File: src/rtl/hpti_pkg.sv
`timescale 1ns / 1ps
`default_nettype none

package hpti_pkg;

  localparam int GroupCountDefault = 1024;
  localparam int SlotsPerGroup     = 8;
  localparam int SlotBits          = 3;

  localparam int HashW  = 19;
  localparam int SegW   = 24;
  localparam int TagW   = 32;
  localparam int DataW  = 32;
  localparam int CountW = 14;

  localparam logic [SegW-1:0]   SegBaseReset = 24'h0D0C00;
  localparam logic [TagW-1:0]   TagSecondary = 32'h0000_0040;
  localparam logic [DataW-1:0]  PageMask     = 32'hFFFF_F000;
  // Referenced, changed and read/write page protection.
  localparam logic [DataW-1:0]  DataFlags    = 32'h0000_0182;
  localparam logic [CountW-1:0] CountMax     = 14'h3FFF;

  typedef enum logic [1:0] {
    STATUS_REFRESH = 2'd0,
    STATUS_INSERT  = 2'd1,
    STATUS_FULL    = 2'd2
  } status_t;

  typedef struct packed {
    logic tag_we;
    logic data_we;
  } tbl_ctl_t;

endpackage

`default_nettype wire

File: src/rtl/hpti_mod_unit.sv
`timescale 1ns / 1ps
`default_nettype none

// Remainder of the hash by the group count through a reciprocal multiplication.
// The quotient estimate is exact for every hash value, so one multiply and one
// subtract give the remainder, with value, quotient and remainder registered.
module hpti_mod_unit #(
  parameter int GROUP_COUNT = hpti_pkg::GroupCountDefault
) (
  input  wire logic                                clk,
  input  wire logic                                rst,
  input  wire logic                                start,
  input  wire logic [hpti_pkg::HashW-1:0]          value,
  output logic                                     done,
  output logic [$clog2(GROUP_COUNT)-1:0]           rem
);

  localparam int GW     = $clog2(GROUP_COUNT);
  localparam int RecipW = hpti_pkg::HashW + 1;
  localparam int Shift  = hpti_pkg::HashW + GW;
  localparam logic [63:0] RecipWide =
    ((64'd1 << Shift) + 64'(GROUP_COUNT) - 64'd1) / 64'(GROUP_COUNT);
  localparam logic [RecipW-1:0]          Recip   = RecipW'(RecipWide);
  localparam logic [hpti_pkg::HashW-1:0] Divisor = hpti_pkg::HashW'(GROUP_COUNT);

  logic [hpti_pkg::HashW-1:0]        value_r;
  logic [hpti_pkg::HashW-1:0]        quot;
  logic                              mul_step;
  logic                              sub_step;
  logic [hpti_pkg::HashW+RecipW-1:0] prod;
  logic [hpti_pkg::HashW-1:0]        quot_g;

  assign prod   = value_r * Recip;
  assign quot_g = hpti_pkg::HashW'(quot * Divisor);

  always_ff @(posedge clk) begin
    if (rst) begin
      mul_step <= 1'b0;
      sub_step <= 1'b0;
      done     <= 1'b0;
    end else begin
      mul_step <= start;
      sub_step <= mul_step;
      done     <= sub_step;
      if (start) begin
        value_r <= value;
      end
      if (mul_step) begin
        quot <= hpti_pkg::HashW'(prod >> Shift);
      end
      if (sub_step) begin
        rem <= GW'(value_r - quot_g);
      end
    end
  end

endmodule

`default_nettype wire

File: config.mk
export PLATFORM = sky130hd
export DESIGN_NAME = hpti_mod_unit
export DESIGN_NICKNAME = d
export VERILOG_FILES = /design/src/rtl/hpti_pkg.sv /design/src/rtl/hpti_mod_unit.sv
export SDC_FILE = /design/constraint.sdc
export NUM_CORES = 1
export LEC_CHECK = 0
export BUFFER_PORTS_ARGS = -buffer_cell sky130_fd_sc_hd__buf_2
export CAP_MARGIN = 30
export CORE_ASPECT_RATIO = 1.2
export CORE_MARGIN = 4
export CORE_UTILIZATION = 43
export CTS_CLUSTER_SIZE = 25
export DETAILED_ROUTE_END_ITERATION = 8
export PLACE_DENSITY = 0.73
export SLEW_MARGIN = 30
export SYNTH_ARGS = -nofsm -noshare
export SYNTH_HDL_FRONTEND = slang
export SYNTH_SLANG_ARGS = --single-unit
File: constraint.sdc
create_clock -name clk -period 2.9 [get_ports clk]
set_input_delay 0.58 -clock clk [delete_from_list [all_inputs] [get_ports clk]]
set_output_delay 0.58 -clock clk [all_outputs]
set_load 0.02 [all_outputs]
==> impl_metrics.tcl, run 1 <==
set metrics [dict create \
    status "completed" \
    antenna_found_initial 0 \
    slowest_stage "edfxtp_1" \
    grt-ovfl-total 0 \
    crit_fanout 1 \
    routed_wl_um 886 \
    synth_cells 28 \
    first_pass_iters 1 \
    vdd_ir_drop_max_v 0.0003558 \
    numClockSinks 23 \
    synth.area.top_cells "edfxtp_1, dfxtp_1, nor2b_1" \
    hold_end "rem[2]" \
    total_power_mw 0.5320 \
    design_area_um2 854.6 \
    worst_ep_arrival_time_ps 850 \
    drv_cap 0 \
    relSlewSlack_pct 46.27 \
    core_mm2 0.001483 \
    hold_viol 0 \
    finalSetupTns_ps 0 \
    post_cts_buffers 0 \
    min_path_cells 0 \
    worst-path-buf-inv 1 \
    startpoint_type "flip-flop" \
    cts_resized 0 \
    crit_type "reg -> out" \
    grt_usage_pct 9.137 \
    cts_buffers 3 \
    hold_path_class "reg -> reg" \
    timing.rr.start "sub_step" \
    syn_to_final_growth_pct 23.51 \
    yosys_warnings 0 \
    first_global_vias 331 \
    ys_seq_elements 23 \
    grt_pass1_wl_um 1414 \
    initial_core_util_pct 46.67 \
    slew_violations 0 \
    required_ps 2320 \
    syn_area_um2 691.9 \
    max_stage_delay_ps 380 \
    ant_nets 0 \
    timing.rr.end "rem[3]" \
    tritoncts "built" \
    ff2ff_setup_slack_ps 1540 \
    synth_fp_nets 50 \
    rsz0062_at_grt "false" \
    num_vias 328 \
    final.setup_skew_ps 9.021 \
    grt_start_max_net_pins 13 \
    cp-end-kind "primary output" \
    ff2ff_path_depth 1 \
    drtIter0Drc 0 \
    fin_crit_sh_pct 49.15 \
    clkLatencyLatePin_ps 290 \
    nets 78 \
    syn_avg_cell_area_um2 24.71 \
    clockRootBuffer "clkbuf_4" \
    wl_per_cell_um 12.31 \
    holdCritStartpoint "value_r[2]" \
    setup_viol 0 \
    routed_via_density 4.556 \
    crit_chain "buf_2" \
    worstMarginPinSlew_ps 804.3 \
    clock_path_buffers 2 \
    ioPinCount 33 \
    cts_hold_buf 0 \
    drive_above_1_share_pct 47.27 \
    clkSlewWorstSetupHoldPaths_ps 110 \
    period_needed_ps 1425 \
    synth_area_leader_cell "edfxtp_1" \
    rows 15 \
    gp_congestion 0.6669 \
    synth.distinct_cells 3 \
    io_buffer_count 23 \
    htreeDepth 1 \
    ys_seq_area_share_pct 95.48 \
    die_y_um 51.94 \
    powerDensity_mw_per_mm2 622.6 \
    timing.fmax_mhz 701.5 \
    dieArea_mm2 0.002318 \
    synth_top_area_share_pct 86.80 \
    dpl_cell_area_um2 828.3 \
    crit_family "flip-flops" \
    total_leakage_power_nw 0.3274 \
    diodes 0 \
    die_x_um 44.62 \
    hold_ws_ps 429.1 \
    drcViolationCount 0 \
]
-- layout by cell type (no fill, tap or decap), drive strengths merged --
master and n:
edfxtp 20, nor2b 5, clkbuf 4, dfxtp 3
buf 23
-- synth_stat cells (all sizes together) --
cell     n
dfxtp    3
nor2b    5
edfxtp  20
-- where the power goes --
part           switching [mW]  leakage (nW)  internal (mW)
sequential            0.00316         0.209          0.375
combinational          0.0112         0.103        0.00882
clock                  0.0803        0.0150         0.0534
total                  0.0946         0.327          0.437
-- area by class of cell --
cell class	count	area, um2
Tap cell	17	21.27
Timing Repair Buffer	23	115.1
Fill cell	111	628.1
Multi-Input combinational cell	5	31.28
Sequential cell	23	660.6
Clock buffer	4	26.28
-- worst max-delay path by stage --
| stage | from | end | slack [ps] | cells after the start |
|---|---|---|---|---|
| after floorplan | start | value_r[0] | 1430 | 1 |
| after global placement | rst | value_r[8] | 1190 | 2 |
| after detailed placement | rst | value_r[8] | 1140 | 2 |
| after CTS | rem[6] | rem[6] | 1450 | 1 |
| after global routing | rst | value_r[8] | 1390 | 2 |
| final | rem[6] | rem[6] | 1470 | 1 |
-- layer usage --
metal  GRT usage, %  vias to the layer above  share of wire [%]  wire length, um
met3          3.114                        2                 13              111
met5              0                        -                  0                0
met2          13.40                       18                 49              435
met1          9.817                      149                 36              322
met4          9.045                        0                1.9               17
li1               -                      159                  -                -
-- stage by stage --
step | instances | util (%) | setup slack (ps)
after floorplan | 28 | - | 1435
after global placement | 68 | 55.86 | 1193
after detailed placement | 68 | 55.86 | 1136
after CTS | 72 | 57.64 | 1452
after global routing | 72 | 57.64 | 1393
final | 72 | 57.64 | 1475
-- kinds of logic after synthesis --
| family | count (synthesis) | synth area share, % |
|---|---|---|
| and+or+nand+nor | 5 | 4.521 |
| DFF | 23 | 95.48 |
-- registers in the layout, indices dropped and copies added (netlist names) --
register	count
done	1
mul_step	1
rem	10
sub_step	1
value_r	10
Power figures use the tool's default switching activity.
==> inputs of run 2 (changes only) <==
--- a/config.mk
+++ b/config.mk
@@ -5,14 +5,15 @@
 export SDC_FILE = /design/constraint.sdc
 export NUM_CORES = 1
 export LEC_CHECK = 0
+export ABC_AREA = 1
 export BUFFER_PORTS_ARGS = -buffer_cell sky130_fd_sc_hd__buf_2
 export CAP_MARGIN = 30
 export CORE_ASPECT_RATIO = 1.2
 export CORE_MARGIN = 4
-export CORE_UTILIZATION = 43
+export CORE_UTILIZATION = 38
 export CTS_CLUSTER_SIZE = 25
 export DETAILED_ROUTE_END_ITERATION = 8
-export PLACE_DENSITY = 0.73
+export PLACE_DENSITY = 0.68
 export SLEW_MARGIN = 30
 export SYNTH_ARGS = -nofsm -noshare
 export SYNTH_HDL_FRONTEND = slang
==> constraint.sdc (replaced) <==
create_clock -name clk -period 1.3 [get_ports clk]
set_input_delay 0.26 -clock clk [delete_from_list [all_inputs] [get_ports clk]]
set_output_delay 0.26 -clock clk [all_outputs]
set_load 0.02 [all_outputs]
==> impl_metrics.tcl, run 2 <==
set metrics [dict create \
    status "completed" \
    die_y_um 54.70 \
    total_leakage_power_nw 0.3469 \
    ff2ff_path_depth 3 \
    ys_async_sr_fraction_pct 0 \
    powerDensity_mw_per_mm2 1383 \
    fill_cells 148 \
    top_regs "rem (10), value_r (10)" \
    synth_area_leader_cell "edfxtp_1" \
    syn_to_final_growth_pct 25.91 \
    grt_start_max_net_pins 13 \
    wl_per_cell_um 11.05 \
    first_global_vias 319 \
    clkSlewWorstSetupHoldPaths_ps 120 \
    synth_fp_nets 53 \
    io_buffer_count 23 \
    cts_resized 0 \
    clock_path_buffers 2 \
    final_cell_mix "buf_2, edfxtp_1, nor2_1" \
    synth_cells 31 \
    cp-end-kind "primary output" \
    first_pass_iters 2 \
    synthSimpleGateAreaFrac_pct 2.717 \
    ioPinCount 33 \
    initial_core_util_pct 41.07 \
    required_ps 1040 \
    slowest_stage "edfxtp_1" \
    hold_viol 0 \
    num_vias 333 \
    crit_chain "buf_2" \
    clockRootBuffer "clkbuf_4" \
    synth.distinct_cells 4 \
    routed_via_density 4.269 \
    grt_util_met3_pct 1.974 \
    grtUsageMet2_pct 10.41 \
    timing.fmax_mhz 900.1 \
    grt-ovfl-total 0 \
    slew_violations 0 \
    htreeDepth 1 \
    diodes 0 \
    syn_avg_cell_area_um2 22.28 \
    vdd_ir_drop_max_v 0.0007700 \
    worst-path-buf-inv 1 \
    drcViolationCount 0 \
    yosysMostFrequentCell "edfxtp_1" \
    synth_ff_type "edfxtp_1" \
    routed_wl_um 862 \
    grt_busiest_layer "met2" \
    numClockSinks 23 \
    synth_top_family_by_area "simple AND/OR/NAND/NOR gates" \
    rsz0062_at_grt "false" \
    nets 83 \
    ant_nets 0 \
    hpwl_um 647.8 \
    synthMuxAreaShare_pct 0 \
    die_x_um 46.92 \
    synth_compound_gate_area_share_pct 0 \
    crit_family "flip-flops" \
    hold_ws_ps 122.9 \
    core_mm2 0.001682 \
    finalSetupTns_ps 0 \
    post_cts_buffers 0 \
    cts_buffers 3 \
    gp_congestion 0.6115 \
    hold_end "value_r[6]" \
    timing.rr.end "rem[0]" \
    relSlewSlack_pct 89.36 \
    crit_fanout 1 \
    synth_top_area_share_pct 86.96 \
    cts_hold_buf 0 \
    ff2ff_setup_slack_ps 380 \
    dieArea_mm2 0.002566 \
    synth.area.top_cells "edfxtp_1, dfxtp_1, nor2_1, inv_1" \
    grtUsageMet1_pct 10.26 \
    antenna_found_initial 0 \
    synth-xor-area-share_pct 0 \
    startpoint_type "flip-flop" \
    mostFrequentLayoutCell "buf_2" \
    ys_seq_area_share_pct 95.65 \
    yosys_warnings 0 \
    rows 16 \
    dpl_cell_area_um2 843.3 \
    syn_area_um2 690.7 \
    grt_usage_pct 7.818 \
    synth_common_cells "edfxtp_1, nor2_1, dfxtp_1, inv_1" \
    setup_viol 0 \
    final.setup_skew_ps 4.762 \
    min_path_cells 1 \
    synth_fa_ha_area_share_pct 0 \
    drtIter0Drc 5 \
    crit_type "reg -> out" \
    clkLatencyLatePin_ps 300 \
    holdCritStartpoint "value[6]" \
    period_needed_ps 1111 \
    design_area_um2 869.6 \
    max_stage_delay_ps 390 \
    drive_above_1_share_pct 46.67 \
    hold_path_class "in -> reg" \
    timing.rr.start "sub_step" \
    fin_crit_sh_pct 85.46 \
    tritoncts "built" \
    ys_seq_elements 23 \
    worstMarginPinSlew_ps 159.0 \
    worst_ep_arrival_time_ps 850 \
    synth-edff-count 20 \
    grt_pass1_wl_um 1338 \
    drv_cap 0 \
]
-- run 2: cells by family after synthesis --
| logic type | after synthesis |
|---|---|
| flops | 23 |
| buf+inv | 3 |
| simple gates | 5 |
-- run 2: per-stage QoR --
stage	power [mW]	std cells	setup slack, ps	util [%]
2_1_floorplan	0.8774	31	147.1	-
6_report	1.203	78	189.1	51.71
3_3_place_gp	0.9065	74	260.6	50.15
3_5_place_dp	0.9098	74	237.4	50.15
5_1_grt	1.244	78	149.7	51.71
4_1_cts	1.213	78	177.1	51.71
-- run 2: worst max-delay path by stage --
stage / end / start / cells after the start / slack (ps)
finish: rem[1] / rem[1] / 1 / 190
global route: rem[2] / rem[2] / 1 / 150
global placement: value_r[3] / rst / 3 / 260
detailed placement: value_r[3] / rst / 3 / 240
floorplan: rem[0] / sub_step / 2 / 150
CTS: rem[1] / rem[1] / 1 / 180
-- run 2: final cells by class --
class	count	area, um2	share of cell area (%)
Clock buffer	4	26.28	3.022
Tap cell	18	22.52	2.590
Timing Repair Buffer	25	130.1	14.96
Multi-Input combinational cell	5	18.77	2.158
Sequential cell	23	660.6	75.97
Inverter	3	11.26	1.295
-- run 2: routing by layer --
metal | vias up | share of wire (%)
met3 | 2 | 17
met5 | - | 0
li1 | 169 | -
met4 | 0 | 1.4
met1 | 141 | 41
met2 | 21 | 41
-- run 2: power by group --
| group | internal [mW] | switching [mW] |
|---|---|---|
| combinational | 0.0213 | 0.0272 |
| sequential | 0.836 | 0.00647 |
| clock | 0.120 | 0.192 |
